==> config.mk <==
export PLATFORM = sky130hd
export DESIGN_NAME = cra_ram
export DESIGN_NICKNAME = d
export VERILOG_FILES = /design/src/rtl/core/cra_ram.sv
export SDC_FILE = /design/constraint.sdc
export NUM_CORES = 1
export LEC_CHECK = 0
export ABC_AREA = 1
export BUFFER_PORTS_ARGS = -buffer_cell sky130_fd_sc_hd__buf_4
export CAP_MARGIN = 40
export CORE_ASPECT_RATIO = 1.25
export CORE_UTILIZATION = 45
export DETAILED_ROUTE_END_ITERATION = 8
export PLACE_DENSITY = 0.62
export SKIP_LAST_GASP = 1
export SLEW_MARGIN = 30
export SYNTH_ARGS = -nofsm -noshare
export SYNTH_HDL_FRONTEND = slang
export SYNTH_SLANG_ARGS = --single-unit
export TNS_END_PERCENT = 10
==> constraint.sdc <==
create_clock -name clk -period 1.05 [get_ports clk]
set_clock_uncertainty 0.1 [all_clocks]
set_input_delay 0.0525 -clock clk [delete_from_list [all_inputs] [get_ports clk]]
set_output_delay 0.0525 -clock clk [all_outputs]
set_load 0.05 [all_outputs]
==> src/rtl/core/cra_ram.sv <==
module cra_ram #(
    parameter int WIDTH = 8,
    parameter int DEPTH = 16
) (
    input  logic                     clk,
    input  logic                     we,
    input  logic [$clog2(DEPTH)-1:0] waddr,
    input  logic [WIDTH-1:0]         wdata,
    input  logic                     re,
    input  logic [$clog2(DEPTH)-1:0] raddr,
    output logic [WIDTH-1:0]         rdata
);

    logic [WIDTH-1:0] mem [DEPTH];

    // one write port, one registered read port
    always_ff @(posedge clk)
    begin
        if (we)
        begin
            mem[waddr] <= wdata;
        end
        if (re)
        begin
            rdata <= mem[raddr];
        end
    end

endmodule

# Word-level counts from Yosys, hierarchy flattened
# Memory sizes are Yosys's and may differ from the RTL's. A register that Yosys moved wholly into a read port is not among the register bits.
# Cells that the tools add are included.
# word_totals
reg_bits	0
mem_bits_rw	128
out_inout_bits	8
elab_cells	3
memories	1
# mem_list
name	words	word_bits	rd	rd_clocked_by_memory_dff	write_ports	line	text
mem	16	8	1	1	1	14	logic [WIDTH-1:0] mem [DEPTH];
# classes
mux	2
# op_table
operator	count
two-way mux 1 bit	2

# Longest topological paths before layout
# depth
ltp_word	2
mapped_depth	8
depth_no_buf	7

# Worst setup path before layout
# No wires, ideal clock.
# synth_timing
kind	input-to-reg
startpoint	in waddr[3]
endpoint	mem mem[4][0] (enable)
setup_time_ps	370
arrival_time_ps	633
setup_slack_ps	-53
stages	2
path_buffers	0
cell_sequence	nand3b_1 nor2_1
# synth_lines
element	line	text
start: declaration	7	input logic [$clog2(DEPTH)-1:0] waddr,
end: declaration	14	
# No word-level cell before the write port.

==> flow_metrics.tcl <==
set metrics [dict create \
    crit_arrival_ns 1.27 \
    start_kind "register" \
    syn-instance-count 551 \
    clkTransAtPathRegs_ns 0.06 \
    p_total_mw 13.2 \
    fin_ws_ns -0.157 \
    io-pin-count 27 \
    power_density_nw_per_um2 1830 \
    antenna_found_initial 0 \
    fmax_ghz 0.828 \
    cp_max_fo 1 \
    hold_path.class "in -> reg" \
    grtUsageTotal 0.218 \
    hold_violations 0 \
    clk_latency_ns 0.41 \
    ant_nets 0 \
    wl_per_cell_um 16.9 \
    htree_levels 4 \
    nets 633 \
    avgSynthCellArea_um2 10.6 \
    synth_nets 570 \
    cts_buffer_depth 2 \
    area_growth_pct 23.9 \
    drive_gt1_frac 0.174 \
    slew_headroom 0.776 \
    drc 0 \
    yosysWarnings 0 \
    regArea_um2 4080 \
    setup_tns_ns -1.76 \
    ys_ff_latch 136 \
    drtIter0Drc 202 \
    cts_buffers 17 \
    dpl_cell_area_um2 6430 \
    wl_um 13500 \
    num_vias 3930 \
    period_minus_slack_ns 1.21 \
    outcome "finished, violations left" \
    clock_sinks 136 \
    grt_pass1_vias 3929 \
    fin_area_um2 7240 \
    dp.cells 753 \
    worst_setup_path_end_kind "register" \
    hpwlAfterDp_um 8590 \
    syn_area_um2 5850 \
    rows 46 \
    antennaDiodeCount 0 \
    report.final.slew_viol_count 0 \
    violations "negative setup slack" \
    worstMarginPinSlew_ns 0.335 \
    stdcell_count 795 \
    whs_ns 0.0264 \
    grt_max_degree 61 \
    grt_overflow 0 \
    rsz0062_at_grt "yes" \
    die_w_um 104 \
    setup_viol 16 \
    numPortBuffers 26 \
    dieArea_um2 13500 \
    required_ns 1.12 \
    layout_common_cells "172 x nand2_1, 136 x edfxtp_1, 99 x inv_1" \
    seq_area_frac_synth 0.698 \
    maxCapViolCount 0 \
    cts-root-buf "clkbuf_16" \
    core_um2 12700 \
    path_class "reg -> reg" \
    ir_drop_v 0.00100 \
    yosysUniqueCellTypes 11 \
    start_util 0.462 \
    die_y_um 129 \
    cts_tree "yes" \
    final_common_cell "nand2_1" \
    multi_input_area_um2 1320 \
    place.gp.congestion 0.859 \
    leakage_nw 3.12 \
    first_pass_iters 5 \
    fillers 1068 \
    grt_pass1_wl_um 21400 \
    vias_per_cell 4.94 \
    finalCritPeriodShare 1.15 \
]
==> flip-flops by register name (all words and copies together) (netlist names) <==
register  flops
rdata         8
mem         128
==> path summary, 6_finish.rpt <==
path	start	end	slack (ns)	cells after the start
setup / recovery	mem[1][5]	rdata[5]	-0.16	6
hold / removal	raddr[3]	rdata[1]	0.03	4
setup reg to reg	mem[1][5]	rdata[5]	-0.16	6
hold reg to reg	mem[14][4]	rdata[4]	0.64	6
==> final cells by class <==
cell class                 count  area share
tap                          168      0.0290
clock buffer                  18      0.0593
multi-input combinational    289       0.182
clock inverter                14      0.0249
sequential                   136       0.564
timing repair buffer          68      0.0883
inverter                     102      0.0529
==> cells in the mapped netlist <==
master,instances,area share
edfxtp_1,136,0.70
buf_6,6,0.012
buf_2,13,0.011
buf_4,4,0.0051
inv_2,2,0.0013
nand3_1,97,0.083
nor2_1,17,0.011
inv_1,100,0.064
nand2_1,173,0.11
nand3b_1,2,0.0026
buf_1,1,0.00064
==> stage by stage <==
step                       util  setup WS [ns]
after floorplan               -        -0.0533
after global placement    0.508         -0.353
after detailed placement  0.508         -0.356
after CTS                 0.567         -0.148
after global routing      0.572         -0.241
final                     0.572         -0.157
==> kinds of logic (layout without fill, tap and decap cells) <==
family / Yosys count / in the layout / share of synthesized area
buf+inv: 126 / 202 / 0.0939
flops: 136 / 136 / 0.698
simple gates: 289 / 289 / 0.208
==> what timing repair did <==
action	CTS	global route
resized for setup	9	14
hold buffers	10	0
endpoints found under the hold margin	139	0
buffers inserted	0	0
pin swaps	0	9
endpoints found under the setup margin	16	16
==> metal layers <==
metal	up-vias	global-route usage	part of all wire
met5	-	0	0
met1	1897	0.263	0.41
met3	21	0.0448	0.050
li1	1907	-	-
met4	0	0.115	0.029
met2	105	0.373	0.52
==> where the power goes <==
group,switching (mW),internal (mW)
Combinational,0.645,0.349
Clock,2.15,3.94
Sequential,0.0350,6.12
Total,2.83,10.4
==> critical path, stage by stage, from the launching register on <==
cell and delay, ns:
edfxtp_1 0.36, inv_1 0.07, nand2_1 0.05, nand3_1 0.10
nand3_2 0.12, nand3_2 0.10, nand2_1 0.07
No activity file was read; power rests on OpenSTA's default activity.
